--- config.mk ---
export PLATFORM = sky130hd
export DESIGN_NAME = des_round_cell
export DESIGN_NICKNAME = d
export VERILOG_FILES = /design/src/hdl/des_pkg.sv /design/src/hdl/des_round_cell.sv
export SDC_FILE = /design/constraint.sdc
export NUM_CORES = 1
export LEC_CHECK = 0
export BUFFER_PORTS_ARGS = -buffer_cell sky130_fd_sc_hd__buf_4
export CAP_MARGIN = 20
export CORE_MARGIN = 4
export CORE_UTILIZATION = 59
export DETAILED_ROUTE_END_ITERATION = 12
export GPL_ROUTABILITY_DRIVEN = 0
export MAX_ROUTING_LAYER = met4
export PLACE_DENSITY = 0.95
export SYNTH_ARGS = -nofsm -noshare
export SYNTH_HDL_FRONTEND = slang
export SYNTH_SLANG_ARGS = --single-unit
--- constraint.sdc ---
create_clock -name clk -period 7.7 [get_ports clk]
set_input_delay 1.155 -clock clk [delete_from_list [all_inputs] [get_ports clk]]
set_output_delay 1.155 -clock clk [all_outputs]
set_load 0.01 [all_outputs]
--- src/hdl/des_pkg.sv ---
// ----------------------------------------------------------------------------
// DES package
// Operation codes, pipeline stage type, permutation and S-box tables, and the
// round function used by the round cells.
// ----------------------------------------------------------------------------
package des_pkg;

  typedef enum logic [1:0] {
    OP_LOAD    = 2'd0,
    OP_ENCRYPT = 2'd1,
    OP_DECRYPT = 2'd2
  } des_op_t;

  localparam int unsigned KEY_W   = 48;
  localparam int unsigned BLOCK_W = 64;
  localparam int unsigned HALF_W  = 32;
  localparam int unsigned ROUNDS  = 16;
  localparam int unsigned SLOT_W  = 4;

  typedef struct packed {
    logic              valid;
    logic              dec;
    logic [HALF_W-1:0] l;
    logic [HALF_W-1:0] r;
  } des_stage_t;

  localparam logic [6:0] PERM_IP [64] = '{
    7'd58, 7'd50, 7'd42, 7'd34, 7'd26, 7'd18, 7'd10, 7'd2,
    7'd60, 7'd52, 7'd44, 7'd36, 7'd28, 7'd20, 7'd12, 7'd4,
    7'd62, 7'd54, 7'd46, 7'd38, 7'd30, 7'd22, 7'd14, 7'd6,
    7'd64, 7'd56, 7'd48, 7'd40, 7'd32, 7'd24, 7'd16, 7'd8,
    7'd57, 7'd49, 7'd41, 7'd33, 7'd25, 7'd17, 7'd9,  7'd1,
    7'd59, 7'd51, 7'd43, 7'd35, 7'd27, 7'd19, 7'd11, 7'd3,
    7'd61, 7'd53, 7'd45, 7'd37, 7'd29, 7'd21, 7'd13, 7'd5,
    7'd63, 7'd55, 7'd47, 7'd39, 7'd31, 7'd23, 7'd15, 7'd7
  };

  localparam logic [6:0] PERM_FP [64] = '{
    7'd40, 7'd8, 7'd48, 7'd16, 7'd56, 7'd24, 7'd64, 7'd32,
    7'd39, 7'd7, 7'd47, 7'd15, 7'd55, 7'd23, 7'd63, 7'd31,
    7'd38, 7'd6, 7'd46, 7'd14, 7'd54, 7'd22, 7'd62, 7'd30,
    7'd37, 7'd5, 7'd45, 7'd13, 7'd53, 7'd21, 7'd61, 7'd29,
    7'd36, 7'd4, 7'd44, 7'd12, 7'd52, 7'd20, 7'd60, 7'd28,
    7'd35, 7'd3, 7'd43, 7'd11, 7'd51, 7'd19, 7'd59, 7'd27,
    7'd34, 7'd2, 7'd42, 7'd10, 7'd50, 7'd18, 7'd58, 7'd26,
    7'd33, 7'd1, 7'd41, 7'd9,  7'd49, 7'd17, 7'd57, 7'd25
  };

  localparam logic [5:0] PERM_E [48] = '{
    6'd32, 6'd1,  6'd2,  6'd3,  6'd4,  6'd5,  6'd4,  6'd5,  6'd6,  6'd7,  6'd8,  6'd9,
    6'd8,  6'd9,  6'd10, 6'd11, 6'd12, 6'd13, 6'd12, 6'd13, 6'd14, 6'd15, 6'd16, 6'd17,
    6'd16, 6'd17, 6'd18, 6'd19, 6'd20, 6'd21, 6'd20, 6'd21, 6'd22, 6'd23, 6'd24, 6'd25,
    6'd24, 6'd25, 6'd26, 6'd27, 6'd28, 6'd29, 6'd28, 6'd29, 6'd30, 6'd31, 6'd32, 6'd1
  };

  localparam logic [5:0] PERM_P [32] = '{
    6'd16, 6'd7,  6'd20, 6'd21, 6'd29, 6'd12, 6'd28, 6'd17,
    6'd1,  6'd15, 6'd23, 6'd26, 6'd5,  6'd18, 6'd31, 6'd10,
    6'd2,  6'd8,  6'd24, 6'd14, 6'd32, 6'd27, 6'd3,  6'd9,
    6'd19, 6'd13, 6'd30, 6'd6,  6'd22, 6'd11, 6'd4,  6'd25
  };

  localparam logic [3:0] SBOX [8][64] = '{
    '{4'd14, 4'd0,  4'd4,  4'd15, 4'd13, 4'd7,  4'd1,  4'd4,
      4'd2,  4'd14, 4'd15, 4'd2,  4'd11, 4'd13, 4'd8,  4'd1,
      4'd3,  4'd10, 4'd10, 4'd6,  4'd6,  4'd12, 4'd12, 4'd11,
      4'd5,  4'd9,  4'd9,  4'd5,  4'd0,  4'd3,  4'd7,  4'd8,
      4'd4,  4'd15, 4'd1,  4'd12, 4'd14, 4'd8,  4'd8,  4'd2,
      4'd13, 4'd4,  4'd6,  4'd9,  4'd2,  4'd1,  4'd11, 4'd7,
      4'd15, 4'd5,  4'd12, 4'd11, 4'd9,  4'd3,  4'd7,  4'd14,
      4'd3,  4'd10, 4'd10, 4'd0,  4'd5,  4'd6,  4'd0,  4'd13},
    '{4'd15, 4'd3,  4'd1,  4'd13, 4'd8,  4'd4,  4'd14, 4'd7,
      4'd6,  4'd15, 4'd11, 4'd2,  4'd3,  4'd8,  4'd4,  4'd14,
      4'd9,  4'd12, 4'd7,  4'd0,  4'd2,  4'd1,  4'd13, 4'd10,
      4'd12, 4'd6,  4'd0,  4'd9,  4'd5,  4'd11, 4'd10, 4'd5,
      4'd0,  4'd13, 4'd14, 4'd8,  4'd7,  4'd10, 4'd11, 4'd1,
      4'd10, 4'd3,  4'd4,  4'd15, 4'd13, 4'd4,  4'd1,  4'd2,
      4'd5,  4'd11, 4'd8,  4'd6,  4'd12, 4'd7,  4'd6,  4'd12,
      4'd9,  4'd0,  4'd3,  4'd5,  4'd2,  4'd14, 4'd15, 4'd9},
    '{4'd10, 4'd13, 4'd0,  4'd7,  4'd9,  4'd0,  4'd14, 4'd9,
      4'd6,  4'd3,  4'd3,  4'd4,  4'd15, 4'd6,  4'd5,  4'd10,
      4'd1,  4'd2,  4'd13, 4'd8,  4'd12, 4'd5,  4'd7,  4'd14,
      4'd11, 4'd12, 4'd4,  4'd11, 4'd2,  4'd15, 4'd8,  4'd1,
      4'd13, 4'd1,  4'd6,  4'd10, 4'd4,  4'd13, 4'd9,  4'd0,
      4'd8,  4'd6,  4'd15, 4'd9,  4'd3,  4'd8,  4'd0,  4'd7,
      4'd11, 4'd4,  4'd1,  4'd15, 4'd2,  4'd14, 4'd12, 4'd3,
      4'd5,  4'd11, 4'd10, 4'd5,  4'd14, 4'd2,  4'd7,  4'd12},
    '{4'd7,  4'd13, 4'd13, 4'd8,  4'd14, 4'd11, 4'd3,  4'd5,
      4'd0,  4'd6,  4'd6,  4'd15, 4'd9,  4'd0,  4'd10, 4'd3,
      4'd1,  4'd4,  4'd2,  4'd7,  4'd8,  4'd2,  4'd5,  4'd12,
      4'd11, 4'd1,  4'd12, 4'd10, 4'd4,  4'd14, 4'd15, 4'd9,
      4'd10, 4'd3,  4'd6,  4'd15, 4'd9,  4'd0,  4'd0,  4'd6,
      4'd12, 4'd10, 4'd11, 4'd1,  4'd7,  4'd13, 4'd13, 4'd8,
      4'd15, 4'd9,  4'd1,  4'd4,  4'd3,  4'd5,  4'd14, 4'd11,
      4'd5,  4'd12, 4'd2,  4'd7,  4'd8,  4'd2,  4'd4,  4'd14},
    '{4'd2,  4'd14, 4'd12, 4'd11, 4'd4,  4'd2,  4'd1,  4'd12,
      4'd7,  4'd4,  4'd10, 4'd7,  4'd11, 4'd13, 4'd6,  4'd1,
      4'd8,  4'd5,  4'd5,  4'd0,  4'd3,  4'd15, 4'd15, 4'd10,
      4'd13, 4'd3,  4'd0,  4'd9,  4'd14, 4'd8,  4'd9,  4'd6,
      4'd4,  4'd11, 4'd2,  4'd8,  4'd1,  4'd12, 4'd11, 4'd7,
      4'd10, 4'd1,  4'd13, 4'd14, 4'd7,  4'd2,  4'd8,  4'd13,
      4'd15, 4'd6,  4'd9,  4'd15, 4'd12, 4'd0,  4'd5,  4'd9,
      4'd6,  4'd10, 4'd3,  4'd4,  4'd0,  4'd5,  4'd14, 4'd3},
    '{4'd12, 4'd10, 4'd1,  4'd15, 4'd10, 4'd4,  4'd15, 4'd2,
      4'd9,  4'd7,  4'd2,  4'd12, 4'd6,  4'd9,  4'd8,  4'd5,
      4'd0,  4'd6,  4'd13, 4'd1,  4'd3,  4'd13, 4'd4,  4'd14,
      4'd14, 4'd0,  4'd7,  4'd11, 4'd5,  4'd3,  4'd11, 4'd8,
      4'd9,  4'd4,  4'd14, 4'd3,  4'd15, 4'd2,  4'd5,  4'd12,
      4'd2,  4'd9,  4'd8,  4'd5,  4'd12, 4'd15, 4'd3,  4'd10,
      4'd7,  4'd11, 4'd0,  4'd14, 4'd4,  4'd1,  4'd10, 4'd7,
      4'd1,  4'd6,  4'd13, 4'd0,  4'd11, 4'd8,  4'd6,  4'd13},
    '{4'd4,  4'd13, 4'd11, 4'd0,  4'd2,  4'd11, 4'd14, 4'd7,
      4'd15, 4'd4,  4'd0,  4'd9,  4'd8,  4'd1,  4'd13, 4'd10,
      4'd3,  4'd14, 4'd12, 4'd3,  4'd9,  4'd5,  4'd7,  4'd12,
      4'd5,  4'd2,  4'd10, 4'd15, 4'd6,  4'd8,  4'd1,  4'd6,
      4'd1,  4'd6,  4'd4,  4'd11, 4'd11, 4'd13, 4'd13, 4'd8,
      4'd12, 4'd1,  4'd3,  4'd4,  4'd7,  4'd10, 4'd14, 4'd7,
      4'd10, 4'd9,  4'd15, 4'd5,  4'd6,  4'd0,  4'd8,  4'd15,
      4'd0,  4'd14, 4'd5,  4'd2,  4'd9,  4'd3,  4'd2,  4'd12},
    '{4'd13, 4'd1,  4'd2,  4'd15, 4'd8,  4'd13, 4'd4,  4'd8,
      4'd6,  4'd10, 4'd15, 4'd3,  4'd11, 4'd7,  4'd1,  4'd4,
      4'd10, 4'd12, 4'd9,  4'd5,  4'd3,  4'd6,  4'd14, 4'd11,
      4'd5,  4'd0,  4'd0,  4'd14, 4'd12, 4'd9,  4'd7,  4'd2,
      4'd7,  4'd2,  4'd11, 4'd1,  4'd4,  4'd14, 4'd1,  4'd7,
      4'd9,  4'd4,  4'd12, 4'd10, 4'd14, 4'd8,  4'd2,  4'd13,
      4'd0,  4'd15, 4'd6,  4'd12, 4'd10, 4'd9,  4'd13, 4'd0,
      4'd15, 4'd3,  4'd3,  4'd5,  4'd5,  4'd6,  4'd8,  4'd11}
  };

  function automatic logic [BLOCK_W-1:0] perm_ip(input logic [BLOCK_W-1:0] v);
    logic [BLOCK_W-1:0] r;
    logic [5:0]         idx;
    r = '0;
    for (int i = 0; i < 64; i++) begin
      idx = 6'(64 - int'(PERM_IP[i]));
      r[63-i] = v[idx];
    end
    return r;
  endfunction

  function automatic logic [BLOCK_W-1:0] perm_fp(input logic [BLOCK_W-1:0] v);
    logic [BLOCK_W-1:0] r;
    logic [5:0]         idx;
    r = '0;
    for (int i = 0; i < 64; i++) begin
      idx = 6'(64 - int'(PERM_FP[i]));
      r[63-i] = v[idx];
    end
    return r;
  endfunction

  function automatic logic [HALF_W-1:0] feistel(input logic [HALF_W-1:0] half,
                                               input logic [KEY_W-1:0]  key);
    logic [KEY_W-1:0]  x;
    logic [HALF_W-1:0] s;
    logic [HALF_W-1:0] p;
    logic [4:0]        idx;
    logic [5:0]        six;
    x = '0;
    s = '0;
    p = '0;
    for (int i = 0; i < 48; i++) begin
      idx = 5'(32 - int'(PERM_E[i]));
      x[47-i] = half[idx];
    end
    x = x ^ key;
    for (int i = 0; i < 8; i++) begin
      six = x[47-6*i -: 6];
      s[31-4*i -: 4] = SBOX[i][six];
    end
    for (int i = 0; i < 32; i++) begin
      idx = 5'(32 - int'(PERM_P[i]));
      p[31-i] = s[idx];
    end
    return p;
  endfunction

endpackage

--- src/hdl/des_round_cell.sv ---
// ----------------------------------------------------------------------------
// DES round cell
// One Feistel round with its own stage register; hands the swapped halves to
// the next cell whenever the chain advances.
// ----------------------------------------------------------------------------
module des_round_cell
  import des_pkg::*;
(
  input  logic              clk,
  input  logic              rst_n,
  input  logic              advance,
  input  des_stage_t        stage_in,
  input  logic [KEY_W-1:0]  key_enc,
  input  logic [KEY_W-1:0]  key_dec,
  output des_stage_t        stage_out
);

  des_stage_t       stage_r;
  des_stage_t       stage_nxt;
  logic [KEY_W-1:0] key_sel;

  always_comb begin
    key_sel         = stage_in.dec ? key_dec : key_enc;
    stage_nxt.valid = stage_in.valid;
    stage_nxt.dec   = stage_in.dec;
    stage_nxt.l     = stage_in.r;
    stage_nxt.r     = stage_in.l ^ feistel(stage_in.r, key_sel);
  end

  always_ff @(posedge clk) begin
    if (!rst_n) begin
      stage_r.valid <= 1'b0;
    end else if (advance) begin
      stage_r <= stage_nxt;
    end
  end

  assign stage_out = stage_r;

endmodule
==> results.py, run 1 <==
metrics = {
    "drt": {
        "route.detailed.drc": 0,
        "wl_per_cell_um": 19.8,
        "firstDrtPassIters": 7,
        "drtAntennaViolNets": 0,
        "via_per_inst": 6.55,
        "drtIter0Drc": 1232,
        "routed_wl_mm": 25.6,
        "vias": 8481,
    },
    "power": {
        "power_leakage_nw": 4.33,
        "power_switching_w": 0.000785,
        "power_density_nw_per_um2": 188,
        "swShare_pct": 39.8,
        "combPwrFrac_pct": 54.3,
        "peakVddDrop_mv": 0.134,
        "power_frac_seq_pct": 23.7,
        "clock_power_share_pct": 21.9,
        "p_int_w": 0.00119,
    },
    "logic_synthesis": {
        "synth.area.mux_share_pct": 15.0,
        "ys_async_sr_fraction_pct": 0,
        "synth_compound_area_share_pct": 21.0,
        "yosysSeqAreaShare_pct": 23.1,
        "synthesis.area_um2": 8530,
        "syn-mean-instance-area_um2": 9.34,
        "synth.largest_area_cell": "edfxtp_1",
        "synthXorXnorAreaFrac_pct": 15.3,
        "synth_top_family_by_area": "compound AO/OA/AOI/OAI gates",
        "synth_edf_count": 65,
        "synth_area_leaders": "edfxtp_1 23%, mux2i_1 8.6%, ha_1 8.2%",
        "synth_nets": 1134,
        "postSynthCellCount": 913,
        "yosys.area_share.simple_pct": 11.8,
        "yosys.area.top_type_share_pct": 22.9,
        "ys_warn_count": 0,
        "ys_seq_elements": 66,
        "ys.flop_type": "edfxtp_1",
        "ys_types": 70,
        "synth_fa_ha_area_share_pct": 8.22,
    },
    "worst_setup_path": {
        "worstPathMaxFanout": 30,
        "cp-startpoint": "stage_in[64]",
        "critPathRequiredTime_ns": 7.76,
        "cp-endpoint": "stage_out[11]$_DFFE_PP_",
        "worst_setup_path_start_kind": "input pin",
        "reg2reg_depth": 2,
        "arrival_ns": 4.77,
        "reg2reg_slack_ns": 7.11,
        "crit_path_end_kind": "register",
        "reg2reg_from": "stage_out[65]$_SDFFE_PN0P_",
        "crit_type": "in -> reg",
        "r2r_end": "stage_out[65]$_SDFFE_PN0P_",
    },
    "final_layout": {
        "stdcell_count": 1294,
        "final_cell_mix": "242 x buf_4, 73 x nand2_1, 73 x mux2i_1",
        "n_fill_cell": 954,
        "final_cell_area_um2": 10500,
        "diodes": 0,
        "largest_reg_flops": 66,
        "layout_commonest_cell": "buf_4",
        "synthToLayoutAreaGrowth_pct": 23.4,
        "layout-drive-gt1-share_pct": 28.5,
        "finalNetCount": 1332,
    },
    "global_routing": {
        "grt_pass1_wl_mm": 39.6,
        "gr-total-overflow": 0,
        "grt_pass1_vias": 7957,
        "antenna_found_initial": 0,
        "track_usage_pct": 30.5,
        "grt_max_degree": 66,
    },
    "clock_tree": {
        "cts_buffer_depth": 2,
        "clkSinkCount": 66,
        "cts_resized": 0,
        "clk_pin_slew_worst_paths_ns": 0.06,
        "cts_setup_buffers": 0,
        "clock-root-buffer": "clkbuf_16",
        "cts_buffers": 9,
        "holdBufCountCts": 0,
        "clock_latency_ns": 0.33,
        "cts_tree": "done",
        "cts_htree_levels": 3,
    },
    "placement": {
        "io_buffers": 230,
        "preCtsSetupSlack_ns": 2.91,
        "dp_hpwl_mm": 18.7,
        "placed_area_um2": 10200,
        "dp.cells": 1275,
    },
    "floorplan": {
        "design.core.area_um2": 14000,
        "row_count": 43,
        "die_area_um2": 16400,
        "ioPinCount": 231,
        "fp.dieH_um": 128,
        "fp.dieW_um": 128,
        "initial_core_util_pct": 60.7,
    },
    "timing": {
        "tns_ns": 0,
        "fin_crit_ns": 4.71,
        "setup_slack_ns": 2.99,
        "min_period_over_period_pct": 61.1,
        "tightest_slew_ns": 1.11,
        "whs_ns": 0.533,
        "fin_skew_ns": 0,
        "drv_slew": 0,
        "max_freq_ghz": 0.212,
        "timing.slew.headroom_pct": 25.9,
        "hold_viol": 0,
        "finalSetupViolCount": 0,
        "rsz0062_at_grt": "false",
    },
    "run_status": {
        "status": "complete, no violations",
    },
    "run": {
        "maxCapViolations": 0,
    },
    "worst_hold_path": {
        "hp-class": "reg -> reg",
    },
}
[Yosys cell counts, types with 25 or more instances]
master and instances:
o211ai_1 25, nor3_1 40, a21oi_1 36, buf_2 29, edfxtp_1 65, xnor2_1 59
o21ai_0 50, xor2_1 30, nor2_1 63, a211oi_1 27, mux2i_1 73, inv_1 31
ha_1 56, nand2_1 73
[cells by family (layout without fill, tap and decap cells)]
| logic type | count (synthesis) | in the layout |
|---|---|---|
| muxes | 101 | 101 |
| adders and majority gates | 56 | 56 |
| buffers and inverters | 89 | 290 |
| xor gates and xnor gates | 118 | 118 |
| DFF | 66 | 66 |
| and+or+nand+nor | 227 | 227 |
| AOI/OAI and AO/OA | 256 | 256 |
[routing by layer]
metal	GRT usage, %	share of wire [%]
met5	-	0
met4	12.0	3.5
met3	4.75	9.7
met2	52.3	50
met1	35.8	37
[worst min-delay path by stage]
stage                                          start  cells after the start  slack (ns)                         end
final                     stage_out[65]$_SDFFE_PN0P_                      2        0.53  stage_out[65]$_SDFFE_PN0P_
after global routing      stage_out[65]$_SDFFE_PN0P_                      2        0.55  stage_out[65]$_SDFFE_PN0P_
after CTS                 stage_out[65]$_SDFFE_PN0P_                      2        0.53  stage_out[65]$_SDFFE_PN0P_
after detailed placement  stage_out[65]$_SDFFE_PN0P_                      2        0.52  stage_out[65]$_SDFFE_PN0P_
after global placement    stage_out[65]$_SDFFE_PN0P_                      2        0.51  stage_out[65]$_SDFFE_PN0P_
after floorplan           stage_out[65]$_SDFFE_PN0P_                      2        0.54  stage_out[65]$_SDFFE_PN0P_
[power by group through the flow]
stage / registers (W) / logic (W) / clock network, W
global placement: 0.000473 / 0.000992 / 0
detailed placement: 0.000476 / 0.00103 / 0
finish: 0.000468 / 0.00107 / 0.000433
global route: 0.000472 / 0.00116 / 0.000449
floorplan: 0.000495 / 0.000731 / 0
CTS: 0.000469 / 0.00104 / 0.000437
[worst max-delay path: stages]
cell and delay, ns:
buf_4 0.55, buf_4 0.53, mux2i_1 0.39, xnor2_2 0.20, ha_1 0.53, xnor3_1 0.49
nor2_1 0.17, nor3_1 0.09, o41ai_1 0.52, xor2_1 0.12
[final cells by class]
type                       count  area [um^2]  area share, %
clock buffer                   9          225           2.14
tap                          180          225           2.14
timing repair buffer         242         1820           17.3
sequential                    66         1970           18.7
clock inverter                 5         71.3          0.678
inverter                      34          128           1.21
multi-input combinational    758         6080           57.8
[through the flow]
stage	power [W]	util, %
2_1_floorplan	0.00123	-
3_3_place_gp	0.00147	72.5
3_5_place_dp	0.00151	72.5
4_1_cts	0.00195	74.7
5_1_grt	0.00208	74.9
6_report	0.00197	74.9
Power figures use the tool's default switching activity.
==> run 2: changes to the inputs <==
Settings changed: CORE_UTILIZATION 59 to 50, PLACE_DENSITY 0.95 to 0.92.
Clock period 7.7 ns to 4 ns, I/O delays scaled along.
==> results.py, run 2 (synthesis results as in run 1) <==
metrics = {
    "power": {
        "power_density_nw_per_um2": 362,
        "power_switching_w": 0.00151,
        "clock_power_share_pct": 23.8,
        "swShare_pct": 38.7,
        "power_frac_seq_pct": 23.0,
        "power_leakage_nw": 4.45,
        "peakVddDrop_mv": 0.215,
        "combPwrFrac_pct": 53.2,
        "p_int_w": 0.00240,
    },
    "floorplan": {
        "row_count": 47,
        "ioPinCount": 231,
        "initial_core_util_pct": 51.2,
        "fp.dieH_um": 139,
        "fp.dieW_um": 139,
        "die_area_um2": 19200,
        "design.core.area_um2": 16600,
    },
    "timing": {
        "whs_ns": 0.468,
        "rsz0062_at_grt": "false",
        "timing.slew.headroom_pct": 26.7,
        "fin_skew_ns": 0,
        "finalSetupViolCount": 0,
        "tns_ns": 0,
        "tightest_slew_ns": 1.09,
        "min_period_over_period_pct": 85.2,
        "hold_viol": 0,
        "drv_slew": 0,
        "max_freq_ghz": 0.293,
        "fin_crit_ns": 3.41,
    },
    "final_layout": {
        "stdcell_count": 1356,
        "finalNetCount": 1352,
        "n_fill_cell": 1290,
        "diodes": 0,
        "layout_commonest_cell": "buf_4",
        "synthToLayoutAreaGrowth_pct": 26.6,
        "final_cell_mix": "260 x buf_4, 73 x nand2_1, 73 x mux2i_1",
        "largest_reg_flops": 66,
        "layout-drive-gt1-share_pct": 30.0,
    },
    "worst_setup_path": {
        "crit_chain": "buf_4, buf_12, mux2i_1, xnor2_2, inv_1, ha_1, nor2_1, o221ai_1, o21ai_0, o221ai_1, o221ai_1, xnor2_1",
        "worst_setup_path_start_kind": "input pin",
        "cp-startpoint": "stage_in[64]",
        "crit_slowest_cell": "xnor2_2",
        "r2r_end": "stage_out[65]$_SDFFE_PN0P_",
        "worstPathMaxFanout": 16,
        "crit_type": "in -> reg",
        "reg2reg_depth": 2,
        "reg2reg_from": "stage_out[65]$_SDFFE_PN0P_",
        "reg2reg_slack_ns": 3.39,
        "crit_path_frequent_cell": "o221ai_1",
        "arrival_ns": 3.50,
        "critPathRequiredTime_ns": 4.09,
        "slowest_delay_ns": 0.43,
        "crit_path_end_kind": "register",
    },
    "global_routing": {
        "top_usage_layer": "met2",
        "grt_pass1_wl_mm": 40.3,
        "grt_pass1_vias": 7962,
        "gr-total-overflow": 0,
        "use_met3_pct": 5.41,
        "met2_usage_pct": 42.0,
        "use_met1_pct": 32.5,
        "track_usage_pct": 25.8,
        "grt_max_degree": 66,
        "antenna_found_initial": 0,
    },
    "drt": {
        "drtAntennaViolNets": 0,
        "wl_per_cell_um": 18.5,
        "route.detailed.drc": 0,
        "vias": 8381,
        "routed_wl_mm": 25.1,
        "drtIter0Drc": 738,
        "firstDrtPassIters": 6,
        "via_per_inst": 6.18,
    },
    "run": {
        "maxCapViolations": 0,
    },
    "clock_tree": {
        "holdBufCountCts": 0,
        "clock-root-buffer": "clkbuf_16",
        "cts_buffer_depth": 2,
        "cts_htree_levels": 3,
        "clock_latency_ns": 0.34,
        "cts_setup_buffers": 0,
        "cts_tree": "done",
        "cts_buffers": 9,
        "clk_pin_slew_worst_paths_ns": 0.06,
        "clkSinkCount": 66,
        "cts_resized": 0,
    },
    "placement": {
        "io_buffers": 230,
        "dp.cells": 1335,
        "dp_hpwl_mm": 19.0,
    },
    "run_status": {
        "status": "complete, no violations",
    },
    "worst_hold_path": {
        "min_to": "stage_out[49]$_DFFE_PP_",
        "hp-start": "stage_in[17]",
        "min_path_cells": 1,
        "hp-class": "in -> reg",
    },
}
==> run 2: cell count changes in the layout (fill, tap and decap cells not counted), sizes merged <==
cell / change
buf: +20
clkinvlp: +2
bufinv: +1
clkinv: -1
==> run 2: worst max-delay path by stage <==
stage / endpoint / cells after the start
after floorplan: stage_out[9]$_DFFE_PP_ / 14
after global placement: stage_out[20]$_DFFE_PP_ / 9
after detailed placement: stage_out[30]$_DFFE_PP_ / 10
after CTS: stage_out[11]$_DFFE_PP_ / 10
after global routing: stage_out[22]$_DFFE_PP_ / 11
final: stage_out[5]$_DFFE_PP_ / 12
==> run 2: power by group through the flow <==
| stage | registers [W] | clock network (W) | logic (W) |
|---|---|---|---|
| 2_1_floorplan | 0.000952 | 0 | 0.00141 |
| 4_1_cts | 0.000902 | 0.000941 | 0.00203 |
| 5_1_grt | 0.000908 | 0.000980 | 0.00225 |
| 6_report | 0.000900 | 0.000931 | 0.00208 |
| 3_5_place_dp | 0.000915 | 0 | 0.00202 |
| 3_3_place_gp | 0.000912 | 0 | 0.00197 |
==> run 2: layer usage <==
metal,routed length [um],up-vias
li1,-,3884
met1,9990,3865
met2,11800,573
met3,2730,59
met4,659,0
met5,0,-
==> run 2: metrics by stage <==
| step | total power, W | setup slack [ns] | cell area [um^2] | util (%) |
|---|---|---|---|---|
| after floorplan | 0.00236 | 0.445 | 8530 | - |
| after global placement | 0.00288 | 0.449 | 10400 | 62.6 |
| after detailed placement | 0.00294 | 0.336 | 10400 | 62.6 |
| after CTS | 0.00388 | 0.698 | 10800 | 64.6 |
| after global routing | 0.00414 | 0.393 | 10800 | 64.8 |
| final | 0.00391 | 0.590 | 10800 | 64.8 |
==> run 2: layout make-up <==
class / count / area, um^2 / area share [%]
sequential: 66 / 1970 / 18.3
clock buffer: 9 / 225 / 2.09
multi-input combinational: 758 / 6080 / 56.4
timing repair buffer: 262 / 1990 / 18.5
inverter: 34 / 128 / 1.18
tap: 220 / 275 / 2.55
clock inverter: 7 / 118 / 1.09
==> run 2: worst max-delay path: cells and delay by family <==
kind	cells	cell delay [ns]
adder cells (fa/ha/maj)	1	0.36
AO/OA/AOI/OAI	4	0.74
multiplexers	1	0.13
XOR/XNOR	2	0.52
AND/OR/NAND/NOR	1	0.37
buffers and inverters	3	0.77
